File: src/rtl/u2u_pkg.sv
package u2u_pkg;

  localparam logic [15:0] HighFirst = 16'hD800;
  localparam logic [15:0] HighLast  = 16'hDBFF;
  localparam logic [15:0] LowFirst  = 16'hDC00;
  localparam logic [15:0] LowLast   = 16'hDFFF;

  localparam logic [20:0] Lim1Byte  = 21'h00080;
  localparam logic [20:0] Lim2Byte  = 21'h00800;
  localparam logic [20:0] Lim3Byte  = 21'h10000;

  localparam logic [7:0] ContMark   = 8'h80;
  localparam logic [7:0] Lead2Mark  = 8'hC0;
  localparam logic [7:0] Lead3Mark  = 8'hE0;
  localparam logic [7:0] Lead4Mark  = 8'hF0;
  localparam logic [5:0] ContMask   = 6'h3F;

  // supplementary plane offset (0x10000) as it sits above the ten low bits
  localparam logic [10:0] SuppBase  = 11'd64;

  localparam int MaxBytes   = 6;
  localparam int QueueDepth = 2;

  typedef struct packed {
    logic [3:0][7:0] bytes;
    logic [2:0]      len;
  } enc_t;

  // one queue entry: every byte caused by one input item
  typedef struct packed {
    logic [MaxBytes-1:0][7:0] bytes;
    logic [2:0]               len;
    logic                     last;
  } job_t;

  function automatic enc_t encode_point(input logic [20:0] cp);
    enc_t e;
    e = '0;
    if (cp < Lim1Byte) begin
      e.bytes[0] = cp[7:0];
      e.len      = 3'd1;
    end else if (cp < Lim2Byte) begin
      e.bytes[0] = Lead2Mark | {3'b000, cp[10:6]};
      e.bytes[1] = ContMark  | {2'b00, cp[5:0] & ContMask};
      e.len      = 3'd2;
    end else if (cp < Lim3Byte) begin
      e.bytes[0] = Lead3Mark | {4'b0000, cp[15:12]};
      e.bytes[1] = ContMark  | {2'b00, cp[11:6] & ContMask};
      e.bytes[2] = ContMark  | {2'b00, cp[5:0] & ContMask};
      e.len      = 3'd3;
    end else begin
      e.bytes[0] = Lead4Mark | {5'b00000, cp[20:18]};
      e.bytes[1] = ContMark  | {2'b00, cp[17:12] & ContMask};
      e.bytes[2] = ContMark  | {2'b00, cp[11:6] & ContMask};
      e.bytes[3] = ContMark  | {2'b00, cp[5:0] & ContMask};
      e.len      = 3'd4;
    end
    return e;
  endfunction

endpackage

File: src/rtl/u2u_front.sv
module u2u_front (
  input  logic          clk,
  input  logic          rst_n,
  input  logic          accept,
  input  logic [15:0]   code_unit,
  input  logic          last_unit,
  output logic          job_push,
  output u2u_pkg::job_t job
);
  import u2u_pkg::*;

  logic       held_valid_r, held_valid_nxt;
  logic [9:0] held_bits_r, held_bits_nxt;
  logic       term_r, term_nxt;

  logic       is_high, is_low;
  logic       flush_en, point_en;
  logic [20:0] point;
  enc_t       flush_enc, point_enc;

  assign is_high = (code_unit >= HighFirst) && (code_unit <= HighLast);
  assign is_low  = (code_unit >= LowFirst)  && (code_unit <= LowLast);

  always_comb begin
    held_valid_nxt = held_valid_r;
    held_bits_nxt  = held_bits_r;
    term_nxt       = term_r;
    flush_en       = 1'b0;
    point_en       = 1'b0;
    point          = {5'd0, code_unit};
    if (!term_r) begin
      if (held_valid_r && is_low) begin
        point_en       = 1'b1;
        point          = {(SuppBase + {1'b0, held_bits_r}), code_unit[9:0]};
        held_valid_nxt = 1'b0;
        held_bits_nxt  = '0;
      end else begin
        if (held_valid_r) begin
          flush_en       = 1'b1;
          held_valid_nxt = 1'b0;
          held_bits_nxt  = '0;
        end
        if (is_high && !last_unit) begin
          held_valid_nxt = 1'b1;
          held_bits_nxt  = code_unit[9:0];
        end else if (code_unit == 16'd0) begin
          term_nxt = 1'b1;
        end else begin
          point_en = 1'b1;
        end
      end
    end
    // a string end returns everything to reset
    if (last_unit) begin
      held_valid_nxt = 1'b0;
      held_bits_nxt  = '0;
      term_nxt       = 1'b0;
    end
  end

  assign flush_enc = encode_point({5'd0, HighFirst[15:10], held_bits_r});
  assign point_enc = encode_point(point);

  always_comb begin
    job       = '0;
    job.last  = last_unit;
    if (flush_en) begin
      job.bytes[2:0] = flush_enc.bytes[2:0];
      if (point_en) begin
        job.bytes[5:3] = point_enc.bytes[2:0];
        job.len        = 3'd3 + point_enc.len;
      end else begin
        job.len = 3'd3;
      end
    end else if (point_en) begin
      job.bytes[3:0] = point_enc.bytes;
      job.len        = point_enc.len;
    end
  end

  // drop items that cause nothing and do not end the string
  assign job_push = accept && ((job.len != 3'd0) || last_unit);

  always_ff @(posedge clk) begin
    if (!rst_n) begin
      held_valid_r <= 1'b0;
      held_bits_r  <= '0;
      term_r       <= 1'b0;
    end else if (accept) begin
      held_valid_r <= held_valid_nxt;
      held_bits_r  <= held_bits_nxt;
      term_r       <= term_nxt;
    end
  end

endmodule

File: src/rtl/u2u_queue.sv
module u2u_queue #(
  parameter int DEPTH = u2u_pkg::QueueDepth
) (
  input  logic          clk,
  input  logic          rst_n,
  input  logic          wr_en,
  input  u2u_pkg::job_t wr_job,
  output logic          full,
  input  logic          rd_en,
  output u2u_pkg::job_t rd_job,
  output logic          empty
);
  import u2u_pkg::*;

  localparam int PtrW = (DEPTH > 1) ? $clog2(DEPTH) : 1;
  localparam int CntW = $clog2(DEPTH + 1);
  localparam logic [PtrW-1:0] PtrMax = PtrW'(DEPTH - 1);
  localparam logic [CntW-1:0] CntFull = CntW'(DEPTH);

  job_t            mem_r [DEPTH];
  logic [PtrW-1:0] wr_ptr_r, rd_ptr_r;
  logic [CntW-1:0] count_r;
  logic            do_wr, do_rd;

  assign full   = (count_r == CntFull);
  assign empty  = (count_r == '0);
  assign do_wr  = wr_en && !full;
  assign do_rd  = rd_en && !empty;
  assign rd_job = mem_r[rd_ptr_r];

  always_ff @(posedge clk) begin
    if (do_wr) begin
      mem_r[wr_ptr_r] <= wr_job;
    end
  end

  always_ff @(posedge clk) begin
    if (!rst_n) begin
      wr_ptr_r <= '0;
      rd_ptr_r <= '0;
      count_r  <= '0;
    end else begin
      if (do_wr) begin
        wr_ptr_r <= (wr_ptr_r == PtrMax) ? '0 : wr_ptr_r + 1'b1;
      end
      if (do_rd) begin
        rd_ptr_r <= (rd_ptr_r == PtrMax) ? '0 : rd_ptr_r + 1'b1;
      end
      if (do_wr && !do_rd) begin
        count_r <= count_r + 1'b1;
      end else if (do_rd && !do_wr) begin
        count_r <= count_r - 1'b1;
      end
    end
  end

endmodule

File: src/rtl/u2u_back.sv
module u2u_back (
  input  logic          clk,
  input  logic          rst_n,
  input  logic          q_empty,
  input  u2u_pkg::job_t q_job,
  output logic          q_pop,
  output logic          empty,
  input  logic          pop,
  output logic [7:0]    out_byte,
  output logic          out_byte_valid,
  output logic          out_run_end,
  output logic          out_string_done
);
  import u2u_pkg::*;

  logic       cur_valid_r;
  job_t       cur_r;
  logic [2:0] idx_r;
  logic       take, load;

  assign empty           = !cur_valid_r;
  assign out_byte_valid  = (cur_r.len != 3'd0);
  assign out_byte        = out_byte_valid ? cur_r.bytes[idx_r] : 8'd0;
  assign out_run_end     = !out_byte_valid || (idx_r == cur_r.len - 3'd1);
  assign out_string_done = out_run_end && cur_r.last;

  assign take  = pop && cur_valid_r;
  // refill when idle or as the final beat of the current job leaves
  assign load  = !cur_valid_r || (take && out_run_end);
  assign q_pop = load && !q_empty;

  always_ff @(posedge clk) begin
    if (q_pop) begin
      cur_r <= q_job;
    end
  end

  always_ff @(posedge clk) begin
    if (!rst_n) begin
      cur_valid_r <= 1'b0;
      idx_r       <= '0;
    end else if (load) begin
      cur_valid_r <= !q_empty;
      idx_r       <= '0;
    end else if (take) begin
      idx_r <= idx_r + 3'd1;
    end
  end

endmodule

File: src/rtl/utf16_to_utf8_transcoder.sv
// A unit accepted is written into the job queue and then loaded into the output
// stage before its first byte shows. Output: one beat per cycle while pop is
// held and no empty queue is awaited; a unit causes zero to six bytes, one a beat.
// The front accepts a unit every cycle while the job queue has room.
// Reset (rst_n low, synchronous) clears the surrogate hold, the string state,
// the job queue and the output stage.
module utf16_to_utf8_transcoder #(
  parameter int QUEUE_DEPTH = u2u_pkg::QueueDepth
) (
  input  logic        clk,
  input  logic        rst_n,
  input  logic        push,
  output logic        full,
  input  logic [15:0] in_code_unit,
  input  logic        in_last_unit,
  output logic        empty,
  input  logic        pop,
  output logic [7:0]  out_byte,
  output logic        out_byte_valid,
  output logic        out_run_end,
  output logic        out_string_done
);
  import u2u_pkg::*;

  logic accept;
  logic job_push, q_full, q_pop, q_empty;
  job_t front_job, q_job;

  assign full   = q_full;
  assign accept = push && !q_full;

  u2u_front u_front (
    .clk       (clk),
    .rst_n     (rst_n),
    .accept    (accept),
    .code_unit (in_code_unit),
    .last_unit (in_last_unit),
    .job_push  (job_push),
    .job       (front_job)
  );

  u2u_queue #(
    .DEPTH (QUEUE_DEPTH)
  ) u_queue (
    .clk    (clk),
    .rst_n  (rst_n),
    .wr_en  (job_push),
    .wr_job (front_job),
    .full   (q_full),
    .rd_en  (q_pop),
    .rd_job (q_job),
    .empty  (q_empty)
  );

  u2u_back u_back (
    .clk             (clk),
    .rst_n           (rst_n),
    .q_empty         (q_empty),
    .q_job           (q_job),
    .q_pop           (q_pop),
    .empty           (empty),
    .pop             (pop),
    .out_byte        (out_byte),
    .out_byte_valid  (out_byte_valid),
    .out_run_end     (out_run_end),
    .out_string_done (out_string_done)
  );

endmodule
File: config.mk
export PLATFORM = sky130hd
export DESIGN_NAME = utf16_to_utf8_transcoder
export DESIGN_NICKNAME = d
export VERILOG_FILES = /design/src/rtl/u2u_pkg.sv /design/src/rtl/u2u_front.sv /design/src/rtl/u2u_queue.sv /design/src/rtl/u2u_back.sv /design/src/rtl/utf16_to_utf8_transcoder.sv
export SDC_FILE = /design/constraint.sdc
export NUM_CORES = 1
export LEC_CHECK = 0
export BUFFER_PORTS_ARGS = -buffer_cell sky130_fd_sc_hd__buf_2
export CORE_ASPECT_RATIO = 0.75
export CORE_MARGIN = 2
export CORE_UTILIZATION = 60
export DETAILED_ROUTE_END_ITERATION = 8
export HOLD_SLACK_MARGIN = 0.15
export PLACE_DENSITY = 0.78
export SETUP_SLACK_MARGIN = 0.4
export SYNTH_ARGS = -nofsm -noshare
export SYNTH_HDL_FRONTEND = slang
export SYNTH_HIERARCHICAL = 1
export SYNTH_SLANG_ARGS = --single-unit
File: constraint.sdc
create_clock -name clk -period 16.12 [get_ports clk]
set_input_delay 3.224 -clock clk [delete_from_list [all_inputs] [get_ports clk]]
set_output_delay 3.224 -clock clk [all_outputs]
set_load 0.05 [all_outputs]
# Word level (Yosys, flattened, before mapping)
# Memory sizes are Yosys's and may differ from the RTL's. A register that Yosys moved wholly into a read port is not among the register bits.
# Index checks and enable logic that the tools add are counted.
dict set report word_totals {
  word_cells 107
  ram_bits 104
  n_memories 1
  input_bits 21
  register_bits 20
  out_inout_bits 13
}
# name words width read_ports rd_ports_with_merged_regs wr line_no
set memory_table {}
lappend memory_table {u_queue.mem_r 2 52 1 1 1 u2u_queue.sv:20} ;# job_t mem_r [DEPTH];
dict set report classes {
  n_eq_ne 3
  magnitude_cmp 8
  n_reduce_logical 33
  addsub 8
  n_bitwise 1
  n_mux 45
}
# cell count
set ops {}
lappend ops {{35-bit 2-to-1 mux} 2}
lappend ops {{27-bit 2-to-1 mux} 2}
lappend ops {{10-bit 2-to-1 mux} 5}
lappend ops {{24-bit 2-to-1 mux} 2}
lappend ops {{21-bit 2-to-1 mux} 2}
lappend ops {{16-bit >= comparator (second input constant)} 2}
lappend ops {{16-bit <= comparator (second input constant)} 2}
lappend ops {{16-bit 2-to-1 mux} 2}
lappend ops {{25-bit 2-to-1 mux} 1}
lappend ops {{8-bit binary-select mux with 3-bit select} 1}
lappend ops {{8-bit 2-to-1 mux} 3}
lappend ops {{21-bit by 12-bit < comparator with 1-bit output (second input constant)} 1}
lappend ops {{21-bit by 17-bit < comparator with 1-bit output (second input constant)} 1}
lappend ops {{21-bit by 8-bit < comparator with 1-bit output (second input constant)} 1}
lappend ops {{1-bit 2-to-1 mux} 20}
lappend ops {{19-bit 2-to-1 mux} 1}
lappend ops {{16-bit zero test} 1}
lappend ops {{1-bit logical AND} 14}
lappend ops {{7-bit by 10-bit adder with 11-bit output (first input constant)} 1}
lappend ops {{11-bit 2-to-1 mux} 1}
lappend ops {{1-bit zero test} 7}
lappend ops {{3-bit nonzero test} 2}
lappend ops {{3-bit by 4-bit < comparator with 1-bit output (second input constant)} 1}
lappend ops {{2-bit 2-to-1 mux} 2}
lappend ops {{other kinds (18)} 21}

# Longest topological paths before layout
# Gate-level depths: netlist of the first run.
dict set report depth {
  ltp_word 22
  mapped_depth 17
  depth_no_buf 17
}

# Cells and area by module
# Netlist of the first run, hierarchy kept.
# mod instances cells_per_inst area_per_inst_um2 seq_area_each_um2
set by_module_without_submodules {}
lappend by_module_without_submodules {u2u_queue 1 187 3985.1 3223.1}
lappend by_module_without_submodules {u2u_back 1 127 2262.2 1641.6}
lappend by_module_without_submodules {u2u_front 1 265 1747.9 240.2}
lappend by_module_without_submodules {utf16_to_utf8_transcoder 1 1 13.8 0.0}

# Worst setup path after synthesis of the first run
# OpenSTA, ideal clock, no wires.
dict set report synth_path {
  path_type {input-to-reg}
  startpoint {input port in_code_unit[14]}
  endpoint {memory u_queue/mem_r[0][0] (netlist name) (enable)}
  path_slack_ps 8408
  t_arrival_ps 7258
  path_buffers 2
  setup_time_ps 454
  required_ps 15666
  cell_stages 12
  path_cell_list {or4_1 or2_1 buf_6 and2_4 buf_6 o21ai_1 ha_1 inv_1 o31a_1 o31a_1 inv_1 nor3_2}
}
dict set report synth_between {
  elab_chain_len 20
  elab_cells_between_ends 35
}
# element line_no
set synth_rtl {}
lappend synth_rtl {{start: declaration} utf16_to_utf8_transcoder.sv:14} ;# input logic [15:0] in_code_unit,
lappend synth_rtl {{16-bit >= comparator or 16-bit <= comparator (tied branches)} u2u_front.sv:22} ;# assign is_low = (code_unit >= LowFirst) && (code_unit <= LowLast);
lappend synth_rtl {{1-bit logical AND} u2u_front.sv:22}
lappend synth_rtl {{1-bit logical AND} u2u_front.sv:32} ;# if (held_valid_r && is_low) begin
lappend synth_rtl {{21-bit 2-to-1 mux} u2u_front.sv:32}
lappend synth_rtl {{21-bit 2-to-1 mux} u2u_front.sv:31} ;# if (!term_r) begin
lappend synth_rtl {{21-bit by 17-bit < comparator with 1-bit output} u2u_pkg.sv:46} ;# end else if (cp < Lim3Byte) begin
lappend synth_rtl {{25-bit 2-to-1 mux} u2u_pkg.sv:46}
lappend synth_rtl {{27-bit 2-to-1 mux} u2u_pkg.sv:42} ;# end else if (cp < Lim2Byte) begin
lappend synth_rtl {{[... 5 more ...]} -}
lappend synth_rtl {{35-bit 2-to-1 mux (*)} u2u_front.sv:67} ;# if (flush_en) begin
lappend synth_rtl {{3-bit nonzero test (*)} u2u_front.sv:82} ;# assign job_push = accept && ((job.len != 3'd0) || last_unit);
lappend synth_rtl {{1-bit logical OR (*)} u2u_front.sv:82}
lappend synth_rtl {{1-bit logical AND (*)} u2u_front.sv:82}
lappend synth_rtl {{via job_push} utf16_to_utf8_transcoder.sv:26} ;# logic job_push, q_full, q_pop, q_empty;
lappend synth_rtl {{1-bit logical AND (*)} u2u_queue.sv:27} ;# assign do_wr = wr_en && !full;
lappend synth_rtl {{1-bit 2-to-1 mux (*)} u2u_queue.sv:32} ;# if (do_wr) begin
lappend synth_rtl {{1-bit 2-to-1 mux (implied by the code) (*)} u2u_queue.sv:33} ;# mem_r[wr_ptr_r] <= wr_job;
lappend synth_rtl {{end: declaration} u2u_queue.sv:20}
# Mark *: on every way through the listed nets, which the timed path passes. The rest lies on a longest branch. The select of a mux whose other input is x is not followed.

==> impl_metrics.csv, run 1 <==
group,metric,value,unit
pwr,ir_drop,0.000130,V
drt,vias,5008,
grt,grt_pass1_vias,4752,
timing,setup_viol_count_final,0,
min_path,whs_path_depth,2,
drt,route.detailed.drc,0,
synthesis,synth_top_area_share,58.5,%
synthesis,ys.flop_type,"edfxtp_1",
place,postPlaceCellArea,0.00828,mm^2
synthesis,synth_seq_cells,177,
grt,grt_antenna_before_repair,0,
synthesis,syn_inst,580,
cts,cts-htree-levels,4,
cts,cts_tree,"built",
grt,gr-total-overflow,0,
die,io_pins,34,
drt,routed.top_layer,"met4",
die,die-area,0.0143,mm^2
final_layout,fin_nets,637,
synthesis,synth-edff-count,156,
setup_path,worstPathArrival,7090,ps
pwr,p_leak,3.10,nW
synthesis,post-synth-top-count-cell,"edfxtp_1",
synthesis,synth.top_cells.by_area,"edfxtp_1 (58%), mux2_2 (8.6%), dfxtp_1 (5.2%), mux4_2 (2.2%), nor2_1 (2.1%)",
setup_path,critPathLaunchType,"input pin",
cts,clock_sinks,177,
drt,drt_wl_total,17300,um
setup_path,slowest_stage,"nand2_1",
timing,setup_tns,0,ps
drt,routed_via_density,6.31,
cts,cts-resized-gates,0,
cts,postCtsHoldBufs,0,
grt,gr-usage-all-layers,25.7,%
job,drv_cap,0,
grt,grt_max_degree,54,
setup_path,cpPeakStageDelay,630,ps
drt,dr_wl_met2,7890,um
synthesis,synth.avg_cell_area,13.8,um^2
die,die_h,104,um
die,start_util,61.5,%
synthesis,ys_types,70,
setup_path,crit_fanout,53,
timing,rsz0062_at_grt,"false",
setup_path,worstSetupPathType,"in -> reg",
drt,ant_nets,0,
place,dp_hpwl,11500,um
outcome,status,"completed",
cts,clk_latency,430,ps
min_path,min_path_type,"reg -> reg",
synthesis,synth_warnings,6,
timing,fin_crit_sh,43.6,%
drt,drtIter0Drc,443,
final_layout,area_growth,11.3,%
pwr,power.total,0.00141,W
synthesis,synth-compound-area-share,10.1,%
synthesis,synth_area,0.00801,mm^2
synthesis,synth_top_family_by_area,"multiplexers",
timing,timing.fmax,0.142,GHz
timing,fin_skew,9.27,ps
synthesis,synth_adder_area_share,0.937,%
timing,drv_slew,0,
setup_path,r2r.worst_path.cells,14,
cts,postCtsSetupBuffers,0,
cts,numCtsBuffers,17,
final_layout,drive_gt1_share,25.5,%
pwr,p_per_area,158,mW/mm^2
place,port_buffers,33,
setup_path,path_cells,"buf_2 -> nand4b_1 -> nor2_1 -> nand2_1 -> nand3_2 -> nand2_1 -> ha_1 -> o21ai_0 -> o31ai_1 -> nor3_1 -> o31a_1 -> inv_1 -> nor3_4 -> buf_4",
cts,ctsLongestPathBuffers,2,
setup_path,crit_required,16180,ps
synthesis,yosys.area_share.simple,9.31,%
synthesis,muxShareOfSynthArea,11.4,%
drt,wl_per_cell,21.8,um
die,coreArea,0.0130,mm^2
synthesis,synth-xor-area-share,1.19,%
synthesis,synth_area_leader_cell,"edfxtp_1",
synthesis,ys_seq_area_share,63.7,%
timing,min_period,7030,ps
place,place.gp.congestion,0.915,
drt,first_pass_iters,7,
die,die_w,137,um
cts,cts_root_buf,"clkbuf_16",
final_layout,finalNonFillerCells,794,
drt,met1Wirelength,7490,um
synthesis,async_flop_share,0,%
place,dp_cells,762,
final_layout,final_area,0.00891,mm^2
setup_path,crit_path_end_kind,"register",
drt,dr_wl_met3,1610,um
final_layout,post-route-util,68.5,%
timing,max-slew-margin-rel,25.2,%
die,fp-row-count,36,
final_layout,n_antenna_cell,0,
timing,report.final.hold_viol_count,0,
synthesis,synthTopCellsByCount,"edfxtp_1 (156), mux2_2 (61), nor2_1 (45)",
cts,cts.clk_slew.worst_paths,60,ps
grt,grt_pass1_wl,26900,um
timing,tightestPinTransition,1120,ps
setup_path,path_common_cell,"nand2_1",
==> flip-flops by register name, indices dropped and copies added, names as in the netlist, named ones only <==
name and count:
u_queue/mem_r 104, u_back/cur_r 52, u_front/held_bits_r 10, u_back/idx_r 3, u_queue/count_r 2, u_back/cur_valid_r 1, u_front/held_valid_r 1, u_front/term_r 1
u_queue/rd_ptr_r 1, u_queue/wr_ptr_r 1
==> path summary, 6_finish.rpt <==
kind,startpoint,to,slack (ps)
min reg2reg,u_queue/count_r[1],u_queue/count_r[1],530
max reg2reg,u_front/held_bits_r[6],u_queue/mem_r[0][17],11440
max,in_code_unit[13],u_queue/mem_r[0][17],9090
min,u_queue/count_r[1],u_queue/count_r[1],530
==> metal layers <==
| layer | vias up | global-route usage, % |
|---|---|---|
| met5 | - | 0 |
| met2 | 264 | 37.3 |
| met1 | 2446 | 38.0 |
| met4 | 0 | 7.44 |
| met3 | 26 | 7.36 |
| li1 | 2272 | - |
==> layout make-up <==
| type | instances | area [um^2] |
|---|---|---|
| Inverter | 19 | 71.3 |
| Timing Repair Buffer | 41 | 225 |
| Clock buffer | 20 | 447 |
| Tap cell | 171 | 214 |
| Multi-Input combinational cell | 354 | 2670 |
| Fill cell | 921 | 4110 |
| Clock inverter | 12 | 180 |
| Sequential cell | 177 | 5110 |
==> cells in the final DEF, fill, tap and decap left out, types with 5 or more instances in the layout <==
cell	count
nor3_1	6
xnor2_1	6
nor2b_1	12
clkbuf_16	17
inv_1	17
nor4_1	6
ha_1	6
a22oi_1	19
o21ai_0	24
and2_1	6
a21oi_1	11
buf_4	8
and3_1	5
dfxtp_1	20
edfxtp_1	156
nand2_1	36
nor2_1	45
mux4_2	8
buf_2	33
mux2_2	61
nand3_1	5
o31ai_1	8
a31oi_1	13
==> per-stage QoR <==
| stage | hold slack [ps] | setup slack [ps] |
|---|---|---|
| floorplan | 483 | 8410 |
| global placement | 494 | 8940 |
| detailed placement | 513 | 8770 |
| CTS | 522 | 9220 |
| global route | 549 | 8750 |
| finish | 528 | 9090 |
==> worst max-delay path: cells and delay by family <==
family / cells / cell delay [ps]
simple gates: 7 / 2400
buf+inv: 3 / 790
compound gates: 3 / 370
fa+ha+maj: 1 / 240
==> cell families (layout without fill, tap and decap cells) <==
family / after synthesis / in the layout
and+or+nand+nor: 147 / 147
AOI/OAI and AO/OA: 114 / 114
DFF: 177 / 177
other: 1 / 4
buffers and inverters: 52 / 92
adders and majority gates: 6 / 6
muxes: 73 / 73
xor gates and xnor gates: 10 / 10
==> report_power, final <==
| group | internal, W | switching [W] | leakage (nW) |
|---|---|---|---|
| registers | 0.000638 | 0.0000289 | 1.60 |
| logic | 0.000110 | 0.000193 | 1.20 |
| clock network | 0.000265 | 0.000171 | 0.297 |
(Power assumes the default switching activity.)
==> run 2, diff against run 1 <==
- CORE_UTILIZATION: 60 -> 56
- PLACE_DENSITY: 0.78 -> 0.76
- clock period: 16.12 -> 5.8 ns (I/O delays scaled with it)
==> run 2 against run 1 <==
First-iteration DRC count is 1.8% higher. Combinational power grew to 2.8 times the previous value. Sequential power grew to 2.8 times the previous value. Design area is 0.56% lower. Critical path type unchanged.
==> impl_metrics.csv, run 2 (same netlist as run 1, synthesis figures left out) <==
group,metric,value,unit
grt,grt_pass1_vias,4972,
setup_path,rrSetupSlack,1670,ps
final_layout,top_regs,"u_queue/mem_r: 104 flops, u_back/cur_r: 52 flops, u_front/held_bits_r: 10 flops",
cts,cts_root_buf,"clkbuf_16",
setup_path,crit_required,6150,ps
grt,grt_pass1_wl,28400,um
timing,fin_crit_sh,73.2,%
final_layout,n_antenna_cell,0,
timing,report.final.hold_viol_count,0,
drt,drt_wl_total,18200,um
final_layout,final_common_cell,"edfxtp_1",
min_path,holdPathEnd,"u_queue/count_r[1]",
place,dp_cells,767,
timing,min_period,4250,ps
setup_path,crit_fanout,7,
grt,grt_use_met1,37.1,%
pwr,p_leak,3.08,nW
timing,timing.fmax,0.235,GHz
drt,first_pass_iters,7,
final_layout,finalNonFillerCells,798,
timing,drv_slew,0,
final_layout,fillers,1013,
setup_path,r2r.worst_path.cells,14,
grt,grt_max_degree,54,
final_layout,regArea,0.00511,mm^2
drt,vias,5051,
place,dp_hpwl,12300,um
min_path,whs_path_depth,2,
grt,use_met2,37.6,%
final_layout,fin_nets,638,
setup_path,path_cells,"buf_2 -> or4_1 -> or2_1 -> nand2_1 -> nand3_2 -> nand2_1 -> ha_1 -> o21ai_0 -> o31ai_1 -> nor3_1 -> o31a_1 -> inv_1 -> nor2_1 -> ha_1 -> or3_1 -> a21boi_1",
grt,gr-total-overflow,0,
timing,rsz0062_at_grt,"false",
die,die-area,0.0153,mm^2
die,io_pins,34,
drt,drtIter0Drc,451,
pwr,ir_drop,0.000245,V
drt,wl_per_cell,22.9,um
setup_path,worstPathArrival,4600,ps
final_layout,multi_input_area,0.00267,mm^2
die,start_util,57.9,%
setup_path,path_buf_inv,2,
drt,routed_via_density,6.33,
grt,use_met3,6.72,%
final_layout,area_growth,10.6,%
grt,gr-usage-all-layers,25.5,%
setup_path,slowest_stage,"or4_1",
die,fp-row-count,37,
setup_path,cpLargestDelayFamily,"simple AND/OR/NAND/NOR gates",
job,drv_cap,0,
cts,clock_sinks,177,
timing,tightestPinTransition,1140,ps
place,dp_slack,1150,ps
final_layout,final_cell_mix,"edfxtp_1 (156), mux2_2 (61), nor2_1 (45)",
grt,grt_antenna_before_repair,0,
die,coreArea,0.0138,mm^2
cts,postCtsHoldBufs,0,
grt,grt.busiest_layer,"met2",
final_layout,regMostFlops,"u_queue/mem_r",
cts,postCtsSetupBuffers,0,
cts,clk_latency,430,ps
setup_path,r2r_start,"u_front/held_bits_r[6]",
setup_path,cp-startpoint,"in_code_unit[14]",
final_layout,largest_reg_flops,104,
drt,ant_nets,0,
outcome,status,"completed",
drt,route.detailed.drc,0,
cts,numCtsBuffers,17,
final_layout,drive_gt1_share,25.4,%
cts,cts-resized-gates,0,
timing,setup_viol_count_final,0,
cts,cts.clk_slew.worst_paths,60,ps
timing,max-slew-margin-rel,24.2,%
min_path,min_path_type,"reg -> reg",
die,die_h,108,um
setup_path,crit_path_end_kind,"register",
place,port_buffers,33,
pwr,power.total,0.00382,W
cts,cts-htree-levels,4,
min_path,min-delay-start,"u_queue/count_r[1]",
setup_path,cpPeakStageDelay,540,ps
cts,ctsLongestPathBuffers,2,
setup_path,worstSetupPathType,"in -> reg",
die,die_w,142,um
setup_path,critPathLaunchType,"input pin",
timing,setup_tns,0,ps
cts,cts_tree,"built",
pwr,p_per_area,431,mW/mm^2
timing,finalWorstSetupSlack,1550,ps
timing,fin_skew,11.5,ps
setup_path,timing.rr.end,"u_queue/mem_r[0][9]",
place,place.gp.congestion,0.951,
## run 2: cell types whose count changed in the layout (fill, tap and decap cells not counted)
| cell | change |
|---|---|
| inv_6 | +2 |
| clkinv_2 | +1 |
| bufinv_16 | -2 |
| buf_4 | +1 |
| clkbuf_8 | -1 |
| clkinvlp_4 | -2 |
| clkbuf_1 | +1 |
## run 2: worst max path at each step
stage / endpoint / slack [ps] / depth (start not counted)
after floorplan: u_queue/mem_r[0][0] / 950 / 12
after global placement: u_queue/mem_r[0][17] / 1290 / 13
after detailed placement: u_queue/mem_r[0][49] / 1150 / 14
after CTS: u_queue/mem_r[0][20] / 1600 / 14
after global routing: u_queue/mem_r[0][9] / 1300 / 13
final: u_queue/count_r[1] / 1550 / 16
## run 2: layout make-up
type	count	area share (%)
Tap cell	175	2.47
Multi-Input combinational cell	354	30.1
Timing Repair Buffer	42	2.63
Sequential cell	177	57.6
Clock buffer	20	4.93
Inverter	19	0.805
Clock inverter	11	1.44
## run 2: power breakdown
group	internal (W)	leakage, nW	switching (W)	total (W)
combinational	0.000306	1.21	0.000544	0.000850
sequential	0.00177	1.60	0.0000880	0.00186
clock	0.000637	0.275	0.000466	0.00110
## run 2: per-layer routing
layer | wire length, um | vias to the layer above
li1 | - | 2271
met1 | 8300 | 2526
met2 | 8200 | 224
met3 | 1480 | 30
met4 | 261 | 0
met5 | 0 | -
## run 2: stage by stage
step                util [%]  hold WS, ps  instance area, um^2
finish                  64.0          545                 8860
global route            64.0          554                 8860
CTS                     64.0          541                 8860
detailed placement      59.9          530                 8300
global placement        59.9          498                 8300
floorplan                  -          483                 8030
## run 2: worst reg2reg max path, stage by stage, from the launching register on
cell and delay, ps:
dfxtp_1 530, ha_1 330, and3b_1 220, o211ai_1 250, nand2_1 200, buf_4 300, o21ai_1 190, ha_1 210
o21ai_0 70, o31ai_1 100, nor3_1 280, o31a_1 230, inv_1 90, nor3_4 150, buf_4 590
